$ cat config.mk
export PLATFORM = sky130hd
export DESIGN_NAME = fbpst_ram
export DESIGN_NICKNAME = d
export VERILOG_FILES = /design/src/rtl/fbpst_ram.sv
export SDC_FILE = /design/constraint.sdc
export NUM_CORES = 2
export LEC_CHECK = 0
export BUFFER_PORTS_ARGS = -buffer_cell sky130_fd_sc_hd__buf_2
export CORE_ASPECT_RATIO = 0.7
export CORE_MARGIN = 2
export CORE_UTILIZATION = 55
export DETAILED_ROUTE_END_ITERATION = 8
export GPL_ROUTABILITY_DRIVEN = 0
export PLACE_DENSITY = 0.82
export SYNTH_ARGS = -nofsm -noshare
export SYNTH_HDL_FRONTEND = slang
export SYNTH_SLANG_ARGS = --single-unit
$ cat constraint.sdc
create_clock -name clk -period 2.6 [get_ports clk]
set_input_delay 0.13 -clock clk [delete_from_list [all_inputs] [get_ports clk]]
set_output_delay 0.13 -clock clk [all_outputs]
set_load 0.01 [all_outputs]
$ cat src/rtl/fbpst_ram.sv
// Generic single-write, single-read RAM with registered read data.
module fbpst_ram #(
    parameter int WIDTH = 8,
    parameter int DEPTH = 256
) (
    input  logic                     clk,
    input  logic                     we,
    input  logic [$clog2(DEPTH)-1:0] waddr,
    input  logic [WIDTH-1:0]         wdata,
    input  logic [$clog2(DEPTH)-1:0] raddr,
    output logic [WIDTH-1:0]         rdata
);

    logic [WIDTH-1:0] mem [DEPTH];
    logic [WIDTH-1:0] rdata_reg;

    // Write port and registered read (read returns old data on a collision)
    always_ff @(posedge clk)
    begin
        if (we)
        begin
            mem[waddr] <= wdata;
        end
        rdata_reg <= mem[raddr];
    end

    assign rdata = rdata_reg;

endmodule

==> results.tsv <==
metric	value	unit
Synth Cell Area	0.07956	mm²
num rows	116	
Crit. Startpoint	mem[83][1]	
Synth Instances	3733	
Starting Density	0.5554	
ys flop type	edfxtp_1	
Yosys reg bits	2056	
clock sinks	2056	
Max Cap Violations	0	
DR pass1 iterations	8	
Post-synth EDFFs	2048	
Critical Path End Type	flip-flop	
final hold violations	0	
synthesized area per cell	21.31	µm²
Fmax	389.9	MHz
Worst R2R End	rdata[1]	
Remaining DRCs	0	
deepest level of the CTS H-tree	4	
Mapped Nets	3759	
ys async rst share	0	
area of the multi-input gates	0.01656	mm²
DP HPWL	128500	µm
Vias/cell	6.788	
CTS tree	yes	
Top Ports	34	
Final nets	4342	
final setup vio count	0	
RSZ-0062 raised after global routing	false	
setup slack, reg-to-reg	0.04	ns
power per cell area	714.3	mW/mm²
reg2reg path depth	6	
setup tns final	0	ns
first-pass GRT wire length	302700	µm
clock-pin slew on the worst setup and hold paths	0.07	ns
end of the critical path	rdata[1]	
Starting DRT DRC Count	7664	
Lkg Pwr	29.36	nW
chip height	322.2	µm
largest net degree at the start of global routing	92	
vias	43040	
Final ANT Viol Nets	0	
max reg flops	2048	
grt total ovfl	0	
Synth cell types	55	
Final Util	0.6387	
Max VDD drop	668.2	µV
crit path time final	2.565	ns
hold depth	4	
Area Growth Syn to Fin	15.00	%
Setup crit start kind	flip-flop	
Hold Crit Class	in2reg	
Reg-to-Reg Start	mem[83][1]	
WS Path Type	reg2reg	
initial antenna violation count	9	
Fill cells	8711	
Slew Viols, Final	0	
Port Buffer Count	33	
maximum clock path buffer count	3	
biggest area consumer among synthesized cells	edfxtp_1	
clk_skew	0.03876	ns
CP arrival	3.24	ns
post-synthesis sequential area ratio	0.7750	
Root Driver	clkbuf_16	
Period Utilization, post-route	0.9864	
number of global-route vias before repair	43020	
worst-path fanout max	1	
DIE AREA	0.1478	mm²
ratio of cells with drive above 1 in the final layout	0.3009	
CORE AREA	0.1433	mm²
Synth area leaders	edfxtp_1 (77%), mux4_2 (13%), mux2i_1 (1.7%)	
worst-margin pin slew	0.9641	ns
top cell type's share of synthesized area	0.7730	
Syn. warnings	0	
Max-slew headroom	0.3523	
Critical Path RT	3.28	ns
count leader, synth	edfxtp_1	
cts bufs inserted	172	
Skew-Pair Late Insertion Delay	0.82	ns
DR WL/cell	32.97	µm
Die W	458.6	µm
Sequential Area	0.06166	mm²
run status	completed	
Routed WL	209100	µm
total global-route track usage	0.2855	
top cells by count, synth	edfxtp_1 (2048), mux4_2 (454), nor2_1 (282)	
==> critical path, cell delays in order, from the launching register on <==
cell and delay, ns:
edfxtp_1 0.37, mux4_2 0.54, mux4_2 0.50, nor2b_1 0.16, nor4_2 0.57, buf_4 0.25, nor4_1 0.06
==> kinds of logic after synthesis <==
| family | synth area share |
|---|---|
| buffers and inverters | 0.01831 |
| AOI/OAI and AO/OA | 0.03419 |
| and+or+nand+nor | 0.02628 |
| DFF | 0.7750 |
| muxes | 0.1462 |
==> cell type report <==
class                      count  area share
clock inverter                80    0.006674
clock buffer                 225     0.05083
sequential                  2056      0.6740
tap                         1888     0.02582
timing repair buffer         642     0.06151
antenna                        6   0.0001641
inverter                       2  0.00008206
multi-input combinational   1442      0.1810
==> cell usage in the layout, fill, tap and decap left out, types with 4 or more instances in the layout <==
cell type	instances
o21ai_0	10
a22oi_1	133
nor2b_1	28
diode_2	6
clkbuf_1	45
buf_12	62
o22a_1	5
a221oi_1	12
inv_6	4
clkbuf_8	10
and2_1	6
o211ai_1	10
dlygate4sd3_1	9
a21oi_1	96
nand2b_1	8
o32ai_1	4
a22o_1	8
buf_2	22
or2_2	4
clkbuf_16	178
clkinv_1	40
nor4_1	16
nor3_1	20
bufinv_16	8
mux4_2	454
a211oi_1	16
nand4_1	10
nand2_1	33
nor4_2	9
mux2i_1	134
clkinv_2	23
o22ai_1	28
nor2_1	279
o221ai_1	46
nand3_1	34
edfxtp_1	2048
buf_4	539
dfxtp_1	8
==> layer usage <==
| layer | global-route usage | up-vias | wire, µm |
|---|---|---|---|
| met5 | 0 | - | 23 |
| li1 | - | 16820 | - |
| met4 | 0.1091 | 4 | 7935 |
| met1 | 0.4016 | 21960 | 72510 |
| met2 | 0.4295 | 3774 | 95650 |
| met3 | 0.08232 | 485 | 32940 |
==> where the power goes <==
group	internal (W)	total, W	switching (W)
clock network	0.0134	0.0250	0.0116
logic	0.00145	0.00378	0.00233
registers	0.0365	0.0366	0.0000732
total	0.0513	0.0653	0.0140
==> what timing repair did <==
| action | in CTS | in global routing |
|---|---|---|
| endpoints found under the setup margin | 6 | 4 |
| hold buffers | 9 | 0 |
| gates resized for setup | 6 | 5 |
| endpoints found under the hold margin | 479 | 0 |
| buffers inserted | 0 | 0 |
==> worst min-delay path by stage <==
| stage | from | end | slack, ns |
|---|---|---|---|
| 2_1_floorplan | wdata[0] | mem[0][0] | 0.23 |
| 3_3_place_gp | rdata[5] | rdata[5] | 0.58 |
| 3_5_place_dp | rdata[5] | rdata[5] | 0.58 |
| 4_1_cts | waddr[0] | mem[167][7] | 0.009 |
| 5_1_grt | waddr[2] | mem[204][1] | 0.06 |
| 6_report | waddr[0] | mem[167][7] | 0.06 |
==> through the flow <==
step | hold slack, ns | cell area (µm²) | setup WS, ns | instances | total power, W
after floorplan | 0.2289 | 79560 | 0.5321 | 3733 | 0.03905
after global placement | 0.5764 | 86050 | -0.8459 | 6021 | 0.04081
after global routing | 0.05680 | 91480 | 0.03530 | 6338 | 0.06672
after CTS | 0.008513 | 91440 | -0.02074 | 6335 | 0.06540
final | 0.06264 | 91490 | 0.03548 | 6341 | 0.06535
after detailed placement | 0.5788 | 86050 | -0.6981 | 6021 | 0.04093
(Power assumes the default switching activity.)
