[config.mk]
export PLATFORM = sky130hd
export DESIGN_NAME = fbpst_cfg
export DESIGN_NICKNAME = d
export VERILOG_FILES = /design/src/rtl/fbpst_pkg.sv /design/src/rtl/fbpst_cfg.sv
export SDC_FILE = /design/constraint.sdc
export NUM_CORES = 1
export LEC_CHECK = 0
export ABC_CLOCK_PERIOD_IN_PS = 4300
export BUFFER_PORTS_ARGS = -buffer_cell sky130_fd_sc_hd__clkbuf_2
export CORE_AREA = 2 2 39 41
export DETAILED_ROUTE_END_ITERATION = 10
export DIE_AREA = 0 0 41 43
export GPL_ROUTABILITY_DRIVEN = 0
export GPL_TIMING_DRIVEN = 1
export HOLD_SLACK_MARGIN = 0.02
export PLACE_DENSITY = 0.74
export SETUP_SLACK_MARGIN = 0.4
export SYNTH_ARGS = -nofsm -noshare
export SYNTH_HDL_FRONTEND = slang
export SYNTH_SLANG_ARGS = --single-unit
[constraint.sdc]
create_clock -name clk -period 4.3 [get_ports clk]
set_input_delay 1.29 -clock clk [delete_from_list [all_inputs] [get_ports clk]]
set_output_delay 1.29 -clock clk [all_outputs]
set_load 0.02 [all_outputs]
[src/rtl/fbpst_pkg.sv]
// Shared types, constants and helpers of the flash block page state tracker.
package fbpst_pkg;

    // Block geometry and stored LPN width
    localparam int MAX_PAGES = 256;
    localparam int MAX_UNITS = 4;
    localparam int LPN_BITS  = 32;

    // Field and counter widths
    localparam int FUNC_W      = 3;
    localparam int ERR_W       = 2;
    localparam int TIME_W      = 48;
    localparam int ERASE_W     = 32;
    localparam int LPN_W       = LPN_BITS;
    localparam int PAGE_W      = $clog2(MAX_PAGES);
    localparam int UNIT_W      = $clog2(MAX_UNITS);
    localparam int PCNT_W      = $clog2(MAX_PAGES + 1);
    localparam int UCNT_W      = $clog2(MAX_PAGES * MAX_UNITS + 1);
    localparam int NU_W        = $clog2(MAX_UNITS + 1);
    localparam int LPN_ADDR_W  = PAGE_W + UNIT_W;
    localparam int LPN_DEPTH   = MAX_PAGES * MAX_UNITS;

    // Configuration port
    localparam int CFG_IDX_W     = 1;
    localparam int CFG_PAGES_W   = 9;
    localparam int CFG_UNITS_W   = 3;
    localparam int CFG_DATA_W    = 9;
    localparam logic [CFG_IDX_W-1:0] CFG_PAGES = 1'd0;
    localparam logic [CFG_IDX_W-1:0] CFG_UNITS = 1'd1;
    localparam logic [CFG_PAGES_W-1:0] PAGES_RESET = 9'd256;
    localparam logic [CFG_UNITS_W-1:0] UNITS_RESET = 3'd1;

    // Function codes
    localparam logic [FUNC_W-1:0] FUNC_READ  = 3'd0;
    localparam logic [FUNC_W-1:0] FUNC_WRITE = 3'd1;
    localparam logic [FUNC_W-1:0] FUNC_ERASE = 3'd2;
    localparam logic [FUNC_W-1:0] FUNC_INVAL = 3'd3;
    localparam logic [FUNC_W-1:0] FUNC_QUERY = 3'd4;

    // Error codes
    localparam logic [ERR_W-1:0] ERR_NONE       = 2'd0;
    localparam logic [ERR_W-1:0] ERR_RANGE      = 2'd1;
    localparam logic [ERR_W-1:0] ERR_NOT_ERASED = 2'd2;
    localparam logic [ERR_W-1:0] ERR_NON_SEQ    = 2'd3;

    typedef struct packed {
        logic [FUNC_W-1:0] func;
        logic [PAGE_W-1:0] page_index;
        logic [UNIT_W-1:0] unit_index;
        logic [LPN_W-1:0]  lpn_in;
        logic [TIME_W-1:0] now;
    } req_t;

    typedef struct packed {
        logic                 ok;
        logic [ERR_W-1:0]     error;
        logic [LPN_W-1:0]     lpn_out;
        logic [MAX_UNITS-1:0] valid_map;
        logic [PCNT_W-1:0]    valid_pages;
        logic [UCNT_W-1:0]    valid_units;
        logic [PCNT_W-1:0]    dirty_pages;
        logic [PCNT_W-1:0]    next_write_max;
        logic [PCNT_W-1:0]    next_write_unit;
        logic [ERASE_W-1:0]   erases_done;
        logic [TIME_W-1:0]    last_access_time;
    } rsp_t;

    // Per-page flag word kept in the flag memory
    typedef struct packed {
        logic [MAX_UNITS-1:0] erased;
        logic [MAX_UNITS-1:0] valid;
    } flags_t;

    localparam int FLAGS_W = $bits(flags_t);
    localparam flags_t FLAGS_CLEAN = '{erased: '1, valid: '0};

    // Effective (clamped) block geometry
    typedef struct packed {
        logic [PCNT_W-1:0] pages;
        logic [NU_W-1:0]   units;
    } cfg_eff_t;

    // Number of set bits in a unit mask
    function automatic logic [NU_W-1:0] pop_units(input logic [MAX_UNITS-1:0] v);
        logic [NU_W-1:0] n;
        n = '0;
        for (int i = 0; i < MAX_UNITS; i++) begin
            n = n + NU_W'(v[i]);
        end
        return n;
    endfunction

endpackage

[src/rtl/fbpst_cfg.sv]
// Configuration registers and clamped block geometry.
module fbpst_cfg (
    input  logic                               clk,
    input  logic                               rst_n,
    input  logic                               cfg_we,
    input  logic [fbpst_pkg::CFG_IDX_W-1:0]    cfg_index,
    input  logic [fbpst_pkg::CFG_DATA_W-1:0]   cfg_data,
    output fbpst_pkg::cfg_eff_t                eff
);
    import fbpst_pkg::*;

    logic [CFG_PAGES_W-1:0] pages_reg, pages_next;
    logic [CFG_UNITS_W-1:0] units_reg, units_next;

    // Register write decode
    always_comb
    begin
        pages_next = pages_reg;
        units_next = units_reg;
        if (cfg_we)
        begin
            case (cfg_index)
                CFG_PAGES: pages_next = cfg_data[CFG_PAGES_W-1:0];
                CFG_UNITS: units_next = cfg_data[CFG_UNITS_W-1:0];
                default:   ;
            endcase
        end
    end

    always_ff @(posedge clk or negedge rst_n)
    begin
        if (!rst_n)
        begin
            pages_reg <= PAGES_RESET;
            units_reg <= UNITS_RESET;
        end
        else
        begin
            pages_reg <= pages_next;
            units_reg <= units_next;
        end
    end

    // Zero counts as one, anything above the maximum as the maximum
    always_comb
    begin
        if (pages_reg == '0)
            eff.pages = PCNT_W'(1);
        else if (pages_reg > CFG_PAGES_W'(MAX_PAGES))
            eff.pages = PCNT_W'(MAX_PAGES);
        else
            eff.pages = PCNT_W'(pages_reg);

        if (units_reg == '0)
            eff.units = NU_W'(1);
        else if (units_reg > CFG_UNITS_W'(MAX_UNITS))
            eff.units = NU_W'(MAX_UNITS);
        else
            eff.units = NU_W'(units_reg);
    end

endmodule

==> results.ini <==
[timing]
fin_skew_ps = 0
fin_crit_sh = 0.6533
setup_viol = 0
finalCriticalPeriod_ps = 2809
slew_headroom = 0.4914
drv_slew = 0
fin_ws_ps = 1491
worst_pin_slew_ps = 761.3
hold_violations = 0
tns_ps = 0
grt_setup_unrepaired = false
clock.fmax_ghz = 0.3560

[die]
ios = 25
die_w_um = 41
std_cell_rows = 14
die_h_um = 43
dieArea_um2 = 1763
core_um2 = 1384
initial_core_util = 0.4213

[synthesis]
ys.warnings.count = 0
synthFlopType = dfrtp_1
avgSynthCellArea_um2 = 13.25
synth-edff-count = 0
yosys.area.top_type = dfrtp_1
synthTopCellsByArea = dfrtp_1 (43%), mux2_2 (23%), and2b_2 (11%)
ys_seq_area_frac = 0.5193
synth_top_area_share = 0.4292
ys_ff_latch = 12
synthArstFlopShare = 1.000
yosys-top-cells-count = mux2_2 (12), dfrtp_1 (10), and2b_2 (7)
synth.most_common_cell = mux2_2
syn_area_um2 = 583.1
synth_cells = 44
yosys.cell_types.count = 14
syn_nets = 57

[global_routing]
grt_pass1_vias = 394
grt.overflow.total = 0
grt_pass1_wl_um = 1573
grt_max_degree = 13
grt_use_total = 0.1300
antenna_found_initial = 0

[power]
combPwrFrac = 0.266
p_leak_nw = 0.3669
seqPwrFrac = 0.459
p_sw_frac = 0.2927
power_density_nw_per_um2 = 432.3
p_clk_frac = 0.276
p_sw_uw = 93.07
p_int_uw = 224.9
vdd_drop_max_mv = 0.2332

[final_layout]
nFillCells = 138
multiInputGateArea_um2 = 249.0
nets = 82
largest_register_ffs = 9
area_growth_syn_to_layout_pct = 26.18
seq_area_um2 = 302.8
diodes = 0
finalInstanceArea_um2 = 735.7
drive_gt1_frac = 0.7500

[critical_path]
crit_slowest_cell = or4_1
crit_path_max_incr_delay_ps = 540
crit_fanout = 3
required_ps = 3010
crit_chain = or4_1 > o22ai_2 > clkbuf_2
critPathKind = flop to output port
crit_path_start_kind = flop
endpoint_kind = output port
arrival_ps = 1520

[clock_network]
clk_latency_ps = 260
cts_resized = 0
cts_buffers = 3
postCtsSetupBuffers = 0
cts_sinks = 12
clock_path_buffers = 2
hold_buffers = 0
ctsRootBufferMaster = clkbuf_4
cts_tree = built
cts.htree.levels = 1
clk_pin_slew_ps = 80

[placed_design]
dp_slack_ps = 1764
dpl.hpwl_um = 791.7
dpl-instance-area_um2 = 699.4
portBuffers = 24

[job]
drv_cap = 0

[drt]
wl_per_cell_um = 11.46
firstDrtPassIters = 2
ant_nets = 0
routed_wl_um = 963
via_count = 388
viasPerCell = 4.619
drc = 0
drt_iter0_drc = 2

[worst_hold_path]
hold_class = flop to flop

[outcome]
outcome = completed

==> power by group through the flow <==
stage	sequential (mW)	combinational, mW	clock (mW)
after global placement	0.148	0.0840	0
after CTS	0.146	0.0858	0.0894
after detailed placement	0.149	0.0856	0
after floorplan	0.141	0.0664	0
final	0.146	0.0845	0.0876
after global routing	0.150	0.0917	0.0916
==> final timing paths <==
kind / startpoint / endpoint / slack [ps] / cells past startpoint
min in group asynchronous: rst_n / pages_reg[5] / 890 / 1
max: pages_reg[5] / eff[3] / 1490 / 3
min reg2reg: pages_reg[4] / pages_reg[4] / 530 / 1
max in group asynchronous: rst_n / units_reg[0] / 3130 / 1
max reg2reg: pages_reg[8] / pages_reg[8] / 3450 / 1
min: pages_reg[4] / pages_reg[4] / 530 / 1
==> cell families (layout without fill, tap and decap cells) <==
family | count (synthesis) | count (layout) | synth area share
AO/OA/AOI/OAI | 2 | 2 | 0.03003
buffers and inverters | 6 | 30 | 0.05365
flip-flops | 12 | 12 | 0.5193
multiplexers | 12 | 12 | 0.2318
AND/OR/NAND/NOR | 12 | 12 | 0.1652
==> worst max-delay path: cells and delay by family, from the launching register on <==
kind | cells | cell delay (ps)
flops | 1 | 400
buf+inv | 1 | 190
simple gates | 1 | 540
compound gates | 1 | 130
==> per-stage QoR <==
| stage | util | std cells | total power [mW] | hold slack, ps |
|---|---|---|---|---|
| 2_1_floorplan | - | 44 | 0.2078 | 480.7 |
| 3_3_place_gp | 0.5054 | 80 | 0.2315 | 504.1 |
| 3_5_place_dp | 0.5054 | 80 | 0.2343 | 514.1 |
| 4_1_cts | 0.5316 | 84 | 0.3217 | 531.2 |
| 5_1_grt | 0.5316 | 84 | 0.3331 | 557.7 |
| 6_report | 0.5316 | 84 | 0.3180 | 531.6 |
==> routing by layer <==
layer,routed length [um],track usage,up-vias
met5,0,0,-
met4,0,0.06000,0
met3,25,0.01571,0
met2,538,0.2000,7
met1,399,0.1747,186
li1,-,-,195
==> cell usage in the layout, fill, tap and decap left out <==
cell      instances
clkbuf_2         24
clkbuf_4          3
and2b_2           7
nand2_1           1
dfstp_2           2
o22ai_2           1
or4_4             1
clkbuf_8          1
mux2_2           12
nor2b_1           2
or4_1             1
inv_1             2
a21oi_1           1
dfrtp_1          10
==> area by class of cell <==
| cell class | count | area share |
|---|---|---|
| sequential | 12 | 0.4116 |
| multi-input combinational | 26 | 0.3384 |
| timing repair buffer | 24 | 0.1633 |
| clock buffer | 4 | 0.04932 |
| tap | 16 | 0.02721 |
| inverter | 2 | 0.01020 |
(Power assumes the default switching activity.)
